<file path="src/hw/rtl/tlfk_pkg.sv">
// Shared types, constants and the sine table generator of the planar arm block.
// Depends on nothing; all but tlfk_ram and the defines header refer to it by scoped names.
`default_nettype none

package tlfk_pkg;

  localparam int CNT_W      = 12;
  localparam int OUT_W      = 12;
  localparam int LEN_W      = 10;
  localparam int APB_ADDR_W = 3;
  localparam int APB_DATA_W = 32;

  localparam logic [LEN_W-1:0] UPPER_LEN_RESET = 10'd220;
  localparam logic [LEN_W-1:0] LOWER_LEN_RESET = 10'd147;

  localparam logic [63:0] HALF_PI_Q31 = 64'd3373259426;
  localparam logic [63:0] ONE_Q31     = 64'd2147483648;

  typedef enum logic {
    REG_UPPER_LINK,
    REG_LOWER_LINK
  } reg_idx_t;

  typedef enum logic {
    TBL_FILL,
    TBL_READY
  } tbl_state_t;

  typedef struct packed {
    logic wr_en;
    logic busy;
  } fill_status_t;

  // Unsigned quotient by restoring long division, one bit per step.
  function automatic logic [63:0] udiv64(input logic [63:0] num,
                                         input logic [63:0] den);
    logic [63:0] quo;
    logic [64:0] rem;
    quo = '0;
    rem = '0;
    for (int i = 63; i >= 0; i--) begin
      rem = {rem[63:0], num[i]};
      if (rem >= {1'b0, den}) begin
        rem    = rem - {1'b0, den};
        quo[i] = 1'b1;
      end
    end
    return quo;
  endfunction

  // One quarter-wave entry, sin(k/Q * pi/2) scaled by 2^frac_bits and rounded.
  // Evaluated at elaboration only, with a Q31 integer Taylor series.
  function automatic logic [31:0] sine_entry(input int unsigned k,
                                             input int unsigned qtr_bits,
                                             input int unsigned frac_bits);
    logic [63:0] qsize;
    logic [63:0] x;
    logic [63:0] x2;
    logic [63:0] term;
    logic [63:0] sum;
    logic [63:0] d;
    logic [63:0] nn;
    logic        want_sin;
    qsize = 64'd1 << qtr_bits;
    if (64'(k) <= (qsize >> 1)) begin
      x        = (64'(k) * HALF_PI_Q31) >> qtr_bits;
      want_sin = 1'b1;
    end else begin
      x        = ((qsize - 64'(k)) * HALF_PI_Q31) >> qtr_bits;
      want_sin = 1'b0;
    end
    x2   = (x * x) >> 31;
    term = want_sin ? x : ONE_Q31;
    sum  = term;
    for (int n = 1; n <= 8; n++) begin
      nn   = 64'(n);
      d    = want_sin ? (2 * nn) * (2 * nn + 1) : (2 * nn - 1) * (2 * nn);
      term = (term * x2) >> 31;
      term = udiv64(term, d);
      if (n % 2 == 1) begin
        sum = sum - term;
      end else begin
        sum = sum + term;
      end
    end
    if (sum > ONE_Q31) begin
      sum = ONE_Q31;
    end
    return 32'((sum + (64'd1 << (30 - frac_bits))) >> (31 - frac_bits));
  endfunction

endpackage

`default_nettype wire

</file>
<file path="src/hw/rtl/tlfk_regs.sv">
// APB-style register file holding the two link lengths.
// Depends on tlfk_pkg.
`default_nettype none

module tlfk_regs (
  input  logic                                clk,
  input  logic                                rst,
  input  logic                                psel,
  input  logic                                penable,
  input  logic                                pwrite,
  input  logic [tlfk_pkg::APB_ADDR_W-1:0]     paddr,
  input  logic [tlfk_pkg::APB_DATA_W-1:0]     pwdata,
  output logic [tlfk_pkg::APB_DATA_W-1:0]     prdata,
  output logic [tlfk_pkg::LEN_W-1:0]          upper_len,
  output logic [tlfk_pkg::LEN_W-1:0]          lower_len
);

  logic               wr_beat;
  tlfk_pkg::reg_idx_t reg_sel;

  assign wr_beat = psel && penable && pwrite;
  assign reg_sel = tlfk_pkg::reg_idx_t'(paddr[2]);

  always_ff @(posedge clk) begin
    if (rst) begin
      upper_len <= tlfk_pkg::UPPER_LEN_RESET;
      lower_len <= tlfk_pkg::LOWER_LEN_RESET;
    end else if (wr_beat) begin
      case (reg_sel)
        tlfk_pkg::REG_UPPER_LINK: upper_len <= pwdata[tlfk_pkg::LEN_W-1:0];
        tlfk_pkg::REG_LOWER_LINK: lower_len <= pwdata[tlfk_pkg::LEN_W-1:0];
        default: begin
        end
      endcase
    end
  end

  always_comb begin
    case (reg_sel)
      tlfk_pkg::REG_UPPER_LINK: prdata = tlfk_pkg::APB_DATA_W'(upper_len);
      tlfk_pkg::REG_LOWER_LINK: prdata = tlfk_pkg::APB_DATA_W'(lower_len);
      default:                  prdata = '0;
    endcase
  end

endmodule

`default_nettype wire

</file>
<file path="config.mk">
export PLATFORM = sky130hd
export DESIGN_NAME = tlfk_regs
export DESIGN_NICKNAME = d
export VERILOG_FILES = /design/src/hw/rtl/tlfk_pkg.sv /design/src/hw/rtl/tlfk_regs.sv
export SDC_FILE = /design/constraint.sdc
export NUM_CORES = 1
export LEC_CHECK = 0
export ABC_AREA = 0
export BUFFER_PORTS_ARGS = -buffer_cell sky130_fd_sc_hd__buf_2
export CAP_MARGIN = 20
export CELL_PAD_IN_SITES_DETAIL_PLACEMENT = 1
export CELL_PAD_IN_SITES_GLOBAL_PLACEMENT = 2
export CORE_AREA = 3 3 73 89
export DETAILED_ROUTE_END_ITERATION = 6
export DIE_AREA = 0 0 76 92
export GPL_ROUTABILITY_DRIVEN = 0
export GPL_TIMING_DRIVEN = 0
export PLACE_DENSITY_LB_ADDON = 0.3
export SYNTH_ARGS = -nofsm -noshare
export SYNTH_HDL_FRONTEND = slang
export SYNTH_SLANG_ARGS = --single-unit
export TNS_END_PERCENT = 5
</file>
<file path="constraint.sdc">
create_clock -name clk -period 0.9 [get_ports clk]
set_input_delay 0.135 -clock clk [delete_from_list [all_inputs] [get_ports clk]]
set_output_delay 0.135 -clock clk [all_outputs]
set_load 0.005 [all_outputs]
</file>
==> flow_summary.toml <==
[outcome]
outcome = "finished with violations"
violations = "setup timing"

[worst_setup_path]
crit_arrival_ps = 970
crit_type = "flop to output port"
cpPeakStageDelay_ps = 330
cp_cell_sequence = "mux2_2 > buf_6"
reg2reg_to = "lower_len[7]"
reg2regPathDepth = 4
start_kind = "flop"
crit_required_ps = 760
rrSetupSlack_ps = 90
crit_buf_inv = 1
cp_top_family = "flip-flops"
worst-path-max-fanout = 3
r2r-start = "lower_len[7]"
endpoint_kind = "output port"
slowest_stage = "dfxtp_1"

[placement]
placed_cells = 263
io_buffers = 44
dp_slack_ps = -270.2
dp_hpwl_mm = 2.372

[finish]
final_cell_mix = "buf_2 (33), buf_6 (26), buf_4 (23)"
fin_cells = 277
fillers = 667
drive_above_1_share = 0.5838
final_common_cell = "buf_2"
nNetsFinal = 238
syn_to_final_growth_pct = 62.40
antenna_cells = 0

[clock_network]
cts_tree = "done"
clkLatencyLatePin_ps = 260
h-tree-depth = 1
path_clk_slew_ps = 80
cts_buffers = 3
hold_buffers = 0
clockRootBuffer = "clkbuf_8"
cts_sinks = 20
cts_buffer_depth = 2

[route]
vias = 994
routed_via_density = 3.588
drc = 0
dr.pass1.iters = 2
route.antenna.remaining_nets = 0
drt_iter0_drc = 23
routed_wl_mm = 3.214
wl_per_cell_um = 11.60

[grt]
antenna_found_initial = 0
grt-ovfl-total = 0
grt_first_pass_wirelength_mm = 5.278
grt_max_degree = 13
grt_use_total = 0.09279
grt_pass1_vias = 1045

[timing]
setup_violations = 19
setup_ws_ps = -208.5
post-route-min-period_ps = 1108
rsz0062_at_grt = "true"
clock.fmax_ghz = 0.9021
fin_worst_skew_ps = 0
hold_viol_final = 0
whs_ps = 138.8
drv_slew = 0
finalCritPeriodShare = 1.232

[floorplan]
ios = 92
die_width_um = 76
coreArea_um2 = 5668
die_h_um = 92
start_util = 0.2002
die_area_um2 = 6992
rows = 30

[yosys]
synth_seq_area_share = 0.3528
syn_area_per_cell_um2 = 9.617
synthCells = 118
syn_area_um2 = 1135
ys_warn_count = 0
ys_ff_latch = 20
ys_types = 13

[power]
powerDensity_nw_per_um2 = 1195
ir_drop_uv = 492.6
leakagePower_uw = 0.0008787

[hold_path]
hold_end = "upper_len[0]"
hp-start = "pwdata[0]"
hold_path_class = "primary input to flop"
holdPathStages = 3

[flow_run]
drv_cap = 0
## cell type report
class | instances | area (um^2) | share of cell area
timing repair buffer | 54 | 420.4 | 0.2281
multi-input combinational | 90 | 613.1 | 0.3327
tap | 80 | 100.1 | 0.05431
buffer | 29 | 214.0 | 0.1161
sequential | 20 | 424.2 | 0.2301
clock buffer | 3 | 41.29 | 0.02240
clock inverter | 1 | 30.03 | 0.01629
## state kept, by name (all words and copies together) (netlist names)
name and flops:
lower_len 10, upper_len 10
## cell usage after synthesis
cell type / number / area, um^2
and4_1: 1 / 8.760
and4b_1: 1 / 10.01
buf_2: 4 / 20.02
buf_4: 22 / 165.2
buf_6: 2 / 22.52
clkbuf_1: 1 / 3.750
conb_1: 1 / 3.750
dfxtp_1: 20 / 400.4
mux2_2: 10 / 112.6
mux2i_1: 20 / 200.2
nand2b_1: 19 / 118.9
nand4b_1: 1 / 8.760
nor2_1: 16 / 60.06
## kinds of logic after synthesis
| family | Yosys count | synth area share |
|---|---|---|
| AND/OR/NAND/NOR | 38 | 0.1819 |
| buffers and inverters | 29 | 0.1863 |
| other | 1 | 0.003304 |
| flip-flops | 20 | 0.3528 |
| multiplexers | 30 | 0.2756 |
## worst max-delay path by stage
stage                       from   endpoint  slack (ps)  depth (start not counted)
floorplan               paddr[2]  prdata[0]          90                          2
global placement        paddr[2]  prdata[4]        -280                          4
detailed placement      paddr[2]  prdata[8]        -270                          4
CTS                 upper_len[6]  prdata[6]        -220                          2
global route        upper_len[8]  prdata[8]        -240                          2
finish              upper_len[5]  prdata[5]        -210                          2
## repair_timing
action,4_1_cts,5_1_grt
hold endpoints to repair,0,0
resized for setup,30,17
endpoints found under the setup margin,14,21
buffers inserted,8,2
## routing by layer
layer	wire, um	global-route usage	vias to the layer above
met5	0	0	-
met4	12	0.02266	0
met3	214	0.02456	2
met2	1571	0.1605	39
met1	1415	0.1145	455
li1	-	-	498
## tightest hold or removal path, delay by kind of cell
kind	cells	cell delay [ps]
buffers and inverters	1	110
AND/OR/NAND/NOR	1	60
multiplexers	1	60
## per-stage QoR
stage | area, um^2 | util | total power (uW) | setup TNS, ps
2_1_floorplan | 1214 | - | 1153 | 0
3_3_place_gp | 1534 | 0.2706 | 1261 | -3687
3_5_place_dp | 1534 | 0.2706 | 1263 | -3868
4_1_cts | 1759 | 0.3104 | 2219 | -2601
5_1_grt | 1843 | 0.3252 | 2321 | -3128
6_report | 1843 | 0.3252 | 2202 | -2458
## power breakdown
part / internal, uW / leakage, uW / switching, uW
Sequential: 907 / 0.000163 / 13.8
Clock: 593 / 0.0000357 / 308
Combinational: 225 / 0.000680 / 155
Note: power is estimated with default switching activity, not from simulation.
